File: config.mk
export PLATFORM = sky130hd
export DESIGN_NAME = prescaled_irq_counter
export DESIGN_NICKNAME = d
export VERILOG_FILES = /design/src/hdl/pic_pkg.sv /design/src/hdl/pic_evt_decode.sv /design/src/hdl/pic_timer.sv /design/src/hdl/prescaled_irq_counter.sv
export SDC_FILE = /design/constraint.sdc
export NUM_CORES = 1
export LEC_CHECK = 0
export ABC_AREA = 1
export BUFFER_PORTS_ARGS = -buffer_cell sky130_fd_sc_hd__buf_4
export CAP_MARGIN = 20
export CORE_MARGIN = 2
export CORE_UTILIZATION = 41
export CTS_BUF_LIST = sky130_fd_sc_hd__clkbuf_4 sky130_fd_sc_hd__clkbuf_8
export DETAILED_ROUTE_END_ITERATION = 8
export GPL_ROUTABILITY_DRIVEN = 1
export GPL_TIMING_DRIVEN = 0
export SLEW_MARGIN = 0
export SYNTH_ARGS = -nofsm -noshare
export SYNTH_HDL_FRONTEND = slang
export SYNTH_SLANG_ARGS = --single-unit
File: constraint.sdc
create_clock -name clk_i -period 4.3 [get_ports clk_i]
set_input_delay 0.43 -clock clk_i [delete_from_list [all_inputs] [get_ports clk_i]]
set_output_delay 0.43 -clock clk_i [all_outputs]
set_load 0.02 [all_outputs]
File: src/hdl/pic_pkg.sv
// shared types and constants of the prescaled interrupt counter
package pic_pkg;

  typedef enum logic [1:0] {
    CMD_WRITE = 2'd0,
    CMD_CPU   = 2'd1,
    CMD_LINE  = 2'd2,
    CMD_PPU   = 2'd3
  } cmd_e;

  typedef enum logic [2:0] {
    REG_ENABLE = 3'd0,
    REG_MODE   = 3'd1,
    REG_IRQ_OFF = 3'd2,
    REG_IRQ_ON = 3'd3,
    REG_PRESC  = 3'd4,
    REG_COUNT  = 3'd5,
    REG_XOR    = 3'd6,
    REG_PSIZE  = 3'd7
  } reg_sel_e;

  typedef enum logic [1:0] {
    SRC_CPU  = 2'd0,
    SRC_LINE = 2'd1,
    SRC_PPU  = 2'd2,
    SRC_NONE = 2'd3
  } src_e;

  localparam logic [1:0] DirUp   = 2'd1;
  localparam logic [1:0] DirDown = 2'd2;

  localparam logic [7:0] MaskNarrow   = 8'h07;
  localparam logic [7:0] MaskWide     = 8'hFF;
  localparam logic [3:0] MaxCpuClocks = 4'd8;
  localparam logic [3:0] PpuClocks    = 4'd2;

  // decoded work of one item for the timer core
  typedef struct packed {
    logic        wr_en;
    reg_sel_e    sel;
    logic [7:0]  data;
    logic [3:0]  ticks;
    logic        ppu_upd;
    logic [13:0] ppu_addr;
  } pic_evt_t;

endpackage

File: src/hdl/pic_evt_decode.sv
// turns one item into a register write or a number of timer clocks
module pic_evt_decode import pic_pkg::*; #(
  parameter int LINE_CLOCKS = 8
) (
  input  cmd_e        command_i,
  input  logic [15:0] address_i,
  input  logic [7:0]  write_data_i,
  input  logic [3:0]  cycle_count_i,
  input  src_e        source_i,
  input  logic [13:0] last_ppu_i,
  output pic_evt_t    evt_o
);

  localparam logic [3:0] LineTicks = 4'(LINE_CLOCKS);

  logic [13:0] ppu_addr;

  assign ppu_addr = address_i[13:0];

  always_comb begin
    evt_o          = '0;
    evt_o.sel      = reg_sel_e'(address_i[2:0]);
    evt_o.data     = write_data_i;
    evt_o.ppu_addr = ppu_addr;
    unique case (command_i)
      CMD_WRITE: begin
        evt_o.wr_en = 1'b1;
      end
      CMD_CPU: begin
        if (source_i == SRC_CPU) begin
          evt_o.ticks = (cycle_count_i > MaxCpuClocks) ? MaxCpuClocks : cycle_count_i;
        end
      end
      CMD_LINE: begin
        if (source_i == SRC_LINE) begin
          evt_o.ticks = LineTicks;
        end
      end
      CMD_PPU: begin
        if (source_i == SRC_PPU) begin
          evt_o.ppu_upd = 1'b1;
          if (ppu_addr != last_ppu_i) begin
            evt_o.ticks = PpuClocks;
          end
        end
      end
      default: begin
        evt_o.wr_en = 1'b0;
      end
    endcase
  end

endmodule

File: src/hdl/pic_timer.sv
// timer state, register writes and the prescaler and counter steps
module pic_timer import pic_pkg::*; (
  input  logic        clk_i,
  input  logic        rst_ni,
  input  logic        step_en_i,
  input  pic_evt_t    evt_i,
  output src_e        source_o,
  output logic [13:0] last_ppu_o,
  output logic        irq_next_o
);

  logic [7:0]  mode_q, mode_d;
  logic [7:0]  presc_q, presc_d;
  logic [7:0]  count_q, count_d;
  logic [7:0]  xor_q, xor_d;
  logic [7:0]  psize_q, psize_d;
  logic        enable_q, enable_d;
  logic        pending_q, pending_d;
  logic [13:0] last_ppu_q, last_ppu_d;

  logic [1:0] dir;
  logic [7:0] mask;
  logic [7:0] low;
  logic [8:0] low_sum;
  logic       wrap_up;
  logic       wrap_dn;

  assign dir  = mode_q[7:6];
  assign mask = mode_q[2] ? MaskNarrow : MaskWide;
  assign low  = presc_q & mask;

  // each item counts at most one prescaler wrap, at either mask
  assign low_sum = {1'b0, low} + {5'b0, evt_i.ticks};
  assign wrap_up = low_sum > {1'b0, mask};
  assign wrap_dn = low < {4'b0, evt_i.ticks};

  always_comb begin
    mode_d     = mode_q;
    presc_d    = presc_q;
    count_d    = count_q;
    xor_d      = xor_q;
    psize_d    = psize_q;
    enable_d   = enable_q;
    pending_d  = pending_q;
    last_ppu_d = last_ppu_q;
    if (evt_i.wr_en) begin
      unique case (evt_i.sel)
        REG_ENABLE: begin
          enable_d = evt_i.data[0];
          if (!evt_i.data[0]) begin
            pending_d = 1'b0;
          end
        end
        REG_MODE:    mode_d  = evt_i.data;
        REG_IRQ_OFF: begin
          enable_d  = 1'b0;
          pending_d = 1'b0;
        end
        REG_IRQ_ON:  enable_d = 1'b1;
        REG_PRESC:   presc_d  = evt_i.data ^ xor_q;
        REG_COUNT:   count_d  = evt_i.data ^ xor_q;
        REG_XOR:     xor_d    = evt_i.data;
        REG_PSIZE:   psize_d  = evt_i.data;
        default:     psize_d  = psize_q;
      endcase
    end else begin
      if (evt_i.ppu_upd) begin
        last_ppu_d = evt_i.ppu_addr;
      end
      if (dir == DirUp) begin
        presc_d = presc_q + {4'b0, evt_i.ticks};
        if (wrap_up) begin
          count_d = count_q + 8'd1;
          if (count_q == 8'hFF && enable_q) begin
            pending_d = 1'b1;
          end
        end
      end else if (dir == DirDown) begin
        presc_d = presc_q - {4'b0, evt_i.ticks};
        if (wrap_dn) begin
          count_d = count_q - 8'd1;
          if (count_q == 8'h00 && enable_q) begin
            pending_d = 1'b1;
          end
        end
      end
    end
  end

  always_ff @(posedge clk_i or negedge rst_ni) begin
    if (!rst_ni) begin
      mode_q     <= '0;
      presc_q    <= '0;
      count_q    <= '0;
      xor_q      <= '0;
      psize_q    <= '0;
      enable_q   <= 1'b0;
      pending_q  <= 1'b0;
      last_ppu_q <= '0;
    end else if (step_en_i) begin
      mode_q     <= mode_d;
      presc_q    <= presc_d;
      count_q    <= count_d;
      xor_q      <= xor_d;
      psize_q    <= psize_d;
      enable_q   <= enable_d;
      pending_q  <= pending_d;
      last_ppu_q <= last_ppu_d;
    end
  end

  assign source_o   = src_e'(mode_q[1:0]);
  assign last_ppu_o = last_ppu_q;
  assign irq_next_o = pending_d;

endmodule

File: src/hdl/prescaled_irq_counter.sv
// prescaled up/down interrupt counter: input stage, timer core, result register
// irq_line_o is registered: an item passes the input register, then the timer core
//   and the result register, and a stalled full result register holds it back
// throughput: one item per cycle; the input register and result register
//   decouple the two channels, only a stalled full result register stalls input
// reset (rst_ni, async active low) clears mode, prescaler, counter, xor value,
//   prescale size, enable, pending interrupt and the last ppu address
module prescaled_irq_counter import pic_pkg::*; #(
  parameter int LINE_CLOCKS = 8
) (
  input  logic        clk_i,
  input  logic        rst_ni,
  input  logic        in_valid_i,
  output logic        in_stall_o,
  input  logic [1:0]  command_i,
  input  logic [15:0] address_i,
  input  logic [7:0]  write_data_i,
  input  logic [3:0]  cycle_count_i,
  output logic        out_valid_o,
  input  logic        out_stall_i,
  output logic        irq_line_o
);

  // input stage holds one item until the timer core takes it
  logic        s1_valid_q, s1_valid_d;
  logic [1:0]  s1_cmd_q;
  logic [15:0] s1_addr_q;
  logic [7:0]  s1_data_q;
  logic [3:0]  s1_count_q;

  // result register
  logic out_valid_q, out_valid_d;
  logic out_irq_q;

  logic        advance;
  logic        in_xfer;
  pic_evt_t    evt;
  src_e        source;
  logic [13:0] last_ppu;
  logic        irq_next;

  // the core runs when it holds an item and the result register is free or being drained
  assign advance    = s1_valid_q && (!out_valid_q || !out_stall_i);
  assign in_stall_o = s1_valid_q && !advance;
  assign in_xfer    = in_valid_i && !in_stall_o;

  assign s1_valid_d  = in_xfer || (s1_valid_q && !advance);
  assign out_valid_d = advance || (out_valid_q && out_stall_i);

  pic_evt_decode #(
    .LINE_CLOCKS (LINE_CLOCKS)
  ) u_decode (
    .command_i     (cmd_e'(s1_cmd_q)),
    .address_i     (s1_addr_q),
    .write_data_i  (s1_data_q),
    .cycle_count_i (s1_count_q),
    .source_i      (source),
    .last_ppu_i    (last_ppu),
    .evt_o         (evt)
  );

  pic_timer u_timer (
    .clk_i      (clk_i),
    .rst_ni     (rst_ni),
    .step_en_i  (advance),
    .evt_i      (evt),
    .source_o   (source),
    .last_ppu_o (last_ppu),
    .irq_next_o (irq_next)
  );

  always_ff @(posedge clk_i or negedge rst_ni) begin
    if (!rst_ni) begin
      s1_valid_q  <= 1'b0;
      out_valid_q <= 1'b0;
    end else begin
      s1_valid_q  <= s1_valid_d;
      out_valid_q <= out_valid_d;
    end
  end

  // payload registers, loaded on transfer only
  always_ff @(posedge clk_i) begin
    if (in_xfer) begin
      s1_cmd_q   <= command_i;
      s1_addr_q  <= address_i;
      s1_data_q  <= write_data_i;
      s1_count_q <= cycle_count_i;
    end
    if (advance) begin
      out_irq_q <= irq_next;
    end
  end

  assign out_valid_o = out_valid_q;
  assign irq_line_o  = out_irq_q;

endmodule

Word-level counts from Yosys, hierarchy flattened

Index checks and enable logic that the tools add are counted.

Input bits: 34
Output and inout bits: 3
Register bits after elaboration: 79

Add/sub/neg operators: 5
Mux-type cells: 29
Reductions and logical operators: 26
Bitwise gates (word level): 3
Equal/unequal tests: 18
Order comparisons: 3

Operator list:

| cell                                              | count |
|---|---|
| 2-to-1 mux 8 bit                                  | 11 |
| AND reduction 3 bit                               | 5 |
| inequality test 14 bit                            | 1 |
| 2-to-1 mux 4 bit                                  | 3 |
| one-hot mux 4 bit (3 select lines)                | 1 |
| 2-to-1 mux 1 bit                                  | 10 |
| adder 8 x 4 -> 9 bit                              | 1 |
| == test 3 bit (second input constant)             | 3 |
| greater-than comparator 9 x 8 -> 1 bit            | 1 |
| nonzero test 3 bit                                | 3 |
| adder 8 x 1 -> 8 bit (second input constant)      | 1 |
| adder 8 x 4 -> 8 bit                              | 1 |
| bitwise AND 8 bit                                 | 1 |
| == test 2 bit (second input constant)             | 4 |
| == test 8 bit (second input constant)             | 1 |
| zero test 8 bit                                   | 1 |
| < comparator 8 x 4 -> 1 bit                       | 1 |
| subtractor 8 x 1 -> 8 bit (second input constant) | 1 |
| subtractor 8 x 4 -> 8 bit                         | 1 |
| bitwise XOR 8 bit                                 | 1 |
| == test 2 x 1 -> 1 bit (second input constant)    | 3 |
| == test 3 x 2 -> 1 bit (second input constant)    | 2 |
| logical AND 1 bit                                 | 6 |
| AND reduction 5 bit                               | 1 |
| 13 further kinds                                  | 20 |

Depth between registers and ports, before layout

Depth in word-level cells: 9
Mapped depth: 29
Gate-level depth less buffers: 29

Cells and area by module

Synthesis repeated with hierarchy kept, for this count alone.

Cells, all modules: 599
Area total of the unflattened synthesis: 4934.7 um2

By module, submodules not included:

| module                | area an instance (um2) | instances | sequential area each (um2) | cells an instance |
|---|---|---|---|---|
| pic_timer             | 3340.7                 | 1         | 1126.1                     | 439 |
| prescaled_irq_counter | 1026.0                 | 1         | 980.9                      | 43 |
| pic_evt_decode        | 568.0                  | 1         | 0.0                        | 117 |

Worst setup path before layout

Ideal clock, no wire load.

Kind: flip-flop to flip-flop
Start point: register s1_addr_q[2]
End point: register u_timer.count_q[0]
Arrival time: 3020 ps
Setup time: 68 ps
Buffers on the path: 0
Period minus slack after synthesis: 3088 ps
Cell stages (with the launch flop): 29
Setup slack: 1212 ps
Path through: edfxtp_1 > inv_2 > nand2_1 > nand2_1 > nor2_1 > nand2_1 > nor2_1 > nand2_1 > nand2_1 > nand2_2 > inv_1 > ha_1 > inv_1 > ha_1 > inv_1 > nand2_4 > nand2_4 > nand2_4 > nand3_1 > xor2_1 > ha_1 > nand2_1 > nor4_1 > nand3_1 > nand2_2 > nand4_4 > nand2_4 > nand2_1 > nand2_1

Word-level cells in the longest chain between the ends: 8
Elaborated cells on any way between the ends: 12
Those cells by class: 1 x add/sub; 2 x order compare; 4 x eq/ne; 3 x mux; 2 x reduce/logical

RTL lines:

| what                                            | RTL line                    | RTL |
|---|---|---|
| start: declaration                              | prescaled_irq_counter.sv:27 | `logic [15:0] s1_addr_q;` |
| start signal: assignment                        | prescaled_irq_counter.sv:86 | `s1_addr_q <= address_i;` |
| inequality test 14 bit                          | pic_evt_decode.sv:42        | `if (ppu_addr != last_ppu_i) begin` |
| 2-to-1 mux 2 bit                                | pic_evt_decode.sv:42        |  |
| 2-to-1 mux 3 bit                                | pic_evt_decode.sv:40        | `if (source_i == SRC_PPU) begin` |
| one-hot mux 4 bit (3 select lines)              | pic_evt_decode.sv:25        | `unique case (command_i)` |
| adder 8 x 4 -> 9 bit                            | pic_timer.sv:33             | `assign low_sum = {1'b0, low} + {5'b0, evt_i.ticks};` |
| greater-than comparator 9 x 8 -> 1 bit          | pic_timer.sv:34             | `assign wrap_up = low_sum > {1'b0, mask};` |
| inequality test 3 x 2 -> 1 bit (no source line) | -                           |  |
| AND reduction 5 bit (no source line) *          | -                           |  |
| end signal: assignment                          | pic_timer.sv:103            | `count_q <= count_d;` |
| end: declaration                                | pic_timer.sv:14             | `logic [7:0] count_q, count_d;` |

Every way passes the cells marked *; elsewhere a longest branch is shown, timed or not.
A chain may end at the register's enable or synchronous reset.

Worst setup path after layout

Start point: register s1_addr_q[0]
End point: register u_timer.count_q[6]

The elaborated chain is that of the path after synthesis.

==> results.md <==
* Status: completed
* CTS root buffer: clkbuf_8
* Final min period at about 3.6 ns
* Total Die Area at 11700 sq um
* Synth top area share at between 20% and 30%
* Critical Path Most Common Cell: nand2_1
* Fin worst setup slack at about 0.7 ns
* IO Count at 37
* Fmax at about 280 MHz
* Slew headroom at 36.4%
* Critical Path Start: s1_addr_q[0]
* Filler Cell Count at 1037
* Nets@finish at 651
* Final Hold Fails at 0
* Hold buffer count at CTS at 0
* Clk slew on worst S/H paths at about 0.080 ns
* Post-Layout Inst Area at about 5100 sq um
* Pin count of the biggest net entering global routing at 48
* Synth Instances at approximately 540
* Width of the die at ~110 um
* Reg-to-reg endpoint: u_timer.count_q[6]
* Htree depth at 3
* Crit share post-route at 83.4%
* Slew @ Worst Pin at 0.949 ns
* Share of layout cells above drive strength 1 at approximately an eighth
* Clock latency on the worst-skew pair at 0.36 ns
* P per Cell Area at about 530 nW/um^2
* DR vias/cell at between 4 and 5
* DP Area at 4880 sq um
* Clk_skew at 0.0137 ns
* Slowest cell on the critical path: edfxtp_1
* Fin Setup TNS at 0 ns
* Min-Delay Path Class: input port to asynchronous set/reset pin
* Router iterations before antenna repair at 4
* Leakage power at 2.53 nW
* Post-cts gate resize count at 0
* Total GRT Usage at a little under a fifth
* Levels on crit path at 28
* Buf/Inv on CP at 4
* CTS tree: done
* Initial Utilization at 41.6%
* Cell Area, Synth at 4450 sq um
* Synth area leaders: dfrtp_1 (26%), edfxtp_1 (20%), nand2_1 (13%)
* Post-synth top flop: dfrtp_1
* Setup crit end kind: flip-flop
* Cell family with most CP delay: simple AND/OR/NAND/NOR gates
* Count of flip-flops with a built-in enable after synthesis at 29
* Synthesized Nets at slightly above 600
* Routed vias at around 3600
* TritonCTS Buffers at 9
* Initial antenna violation count at 0
* Yosys top cell by area: dfrtp_1
* Crit Reg-Reg Startpoint: s1_addr_q[0]
* Crit path launch type: flip-flop
* # diodes at 0
* CP max FO at 9
* Arrival time of the worst setup path at roughly 3.9 ns
* Reg2Reg Setup Slack at 0.71 ns
* GR Overflow Total at 0
* Yosys reg bits at 76
* Syn_area_per_cell at ~8.2 sq um
* Post-synth cell types at 35
* Critical Path End: u_timer.count_q[6]
* Req. time, crit path at 4.60 ns
* Fin Hold WS at between 0.08 and 0.09 ns
* Final ANT Viol Nets at 0
* Max_cap viols at 0
* Crit-path max cell delay at 0.42 ns
* Synth cell count leaders: nand2_1 (159), inv_1 (69), dfrtp_1 (47)
* Setup Viol. Count Final at 0
* Peak supply drop at ~0.00024 V
* Place WS at between 0.6 and 0.7 ns
* Vias in the first global route at 3680
* Unrepaired setup endpoints after global routing: no
* Detail Placement HPWL at just over 7000 um
* R2R cell count at 28
* Vert. Die Dim at between 100 and 150 um
* Drt total wl at ~9500 um
* Row count at 38
* CP Class: flip-flop to flip-flop
* Core Footprint at about 11000 sq um
* Clock sinks at between 70 and 80
* Post-CTS setup buffers at 0
* Deepest clock path buffer count at 2
* Area growth, synth to finish at 15.4%
* DRC viols at 0
* Count of final max-slew check failures at 0
* Final estimated routing congestion in global placement at about 0.85
* Port bufs at 34
* First-pass GRT wire length at between 15000 and 20000 um
* Initial DRC count at around 120
* Top-count cell post-synth: nand2_1
* Register area share after synthesis at 46.0%
* Total of warnings raised by yosys at 0
* Ys async rst share at between 60 and 70%
* DR WL/cell at between 10 and 15 um
==> worst min-delay path by stage <==
stage / to / from / slack (ns)
4_1_cts: u_timer.count_q[2] / rst_ni / 0.11
2_1_floorplan: out_valid_o / rst_ni / 0.13
6_report: u_timer.count_q[3] / rst_ni / 0.09
3_3_place_gp: out_valid_o / s1_valid_q / 0.47
5_1_grt: u_timer.xor_q[4] / rst_ni / 0.14
3_5_place_dp: out_valid_o / s1_valid_q / 0.48
==> area by class of cell <==
| class | instances | area [sq um] | share of cell area (%) |
|---|---|---|---|
| multi-input combinational | 386 | 2100 | 40.9 |
| sequential | 76 | 2050 | 39.9 |
| timing repair buffer | 35 | 283 | 5.51 |
| inverter | 73 | 274 | 5.34 |
| tap | 140 | 175 | 3.41 |
| clock buffer | 10 | 138 | 2.68 |
| clock inverter | 6 | 87.6 | 1.71 |
| buffer | 7 | 27.5 | 0.536 |
==> stage by stage <==
step           utilization [%]  std cells  power, mW
5_1_grt                   48.0        733       2.98
2_1_floorplan                -        542       1.85
3_5_place_dp              45.6        716       2.11
6_report                  48.0        733       2.72
3_3_place_gp              45.6        716       2.06
4_1_cts                   47.7        732       2.73
==> cells in the final DEF (no fill, tap or decap), drive strengths merged, types with 9 or more instances in the layout <==
master,instances
nand2,167
ha,27
inv,73
clkbuf,16
o21ai,44
a21oi,14
edfxtp,29
dfrtp,47
or2,9
nor2,43
buf,36
nand3,33
==> power breakdown <==
group	switching, mW	internal (mW)
registers	0.163	0.921
clock network	0.280	0.341
logic	0.588	0.422
==> sequential cells by signal, indices dropped and copies added (netlist names), 2 cells and up <==
signal              flops
u_timer.mode_q          5
s1_data_q               8
s1_count_q              4
u_timer.last_ppu_o     14
u_timer.xor_q           8
s1_addr_q              14
u_timer.count_q         8
s1_cmd_q                2
u_timer.presc_q         8
==> routing by layer <==
| layer | vias up | share of wire, % | global-route usage (%) |
|---|---|---|---|
| li1 | 1858 | - | - |
| met1 | 1653 | 46 | 22.4 |
| met2 | 43 | 48 | 30.7 |
| met3 | 21 | 2.5 | 3.44 |
| met4 | 0 | 3.1 | 8.70 |
| met5 | - | 0 | 0 |
==> cells by family after synthesis <==
family	after synthesis	synth area share, %
flops	76	46.0
simple gates	268	26.4
buf+inv	80	6.78
compound gates	75	9.28
mux	5	1.27
xor+xnor	9	1.77
fa+ha+maj	29	8.49
Power figures use the tool's default switching activity.
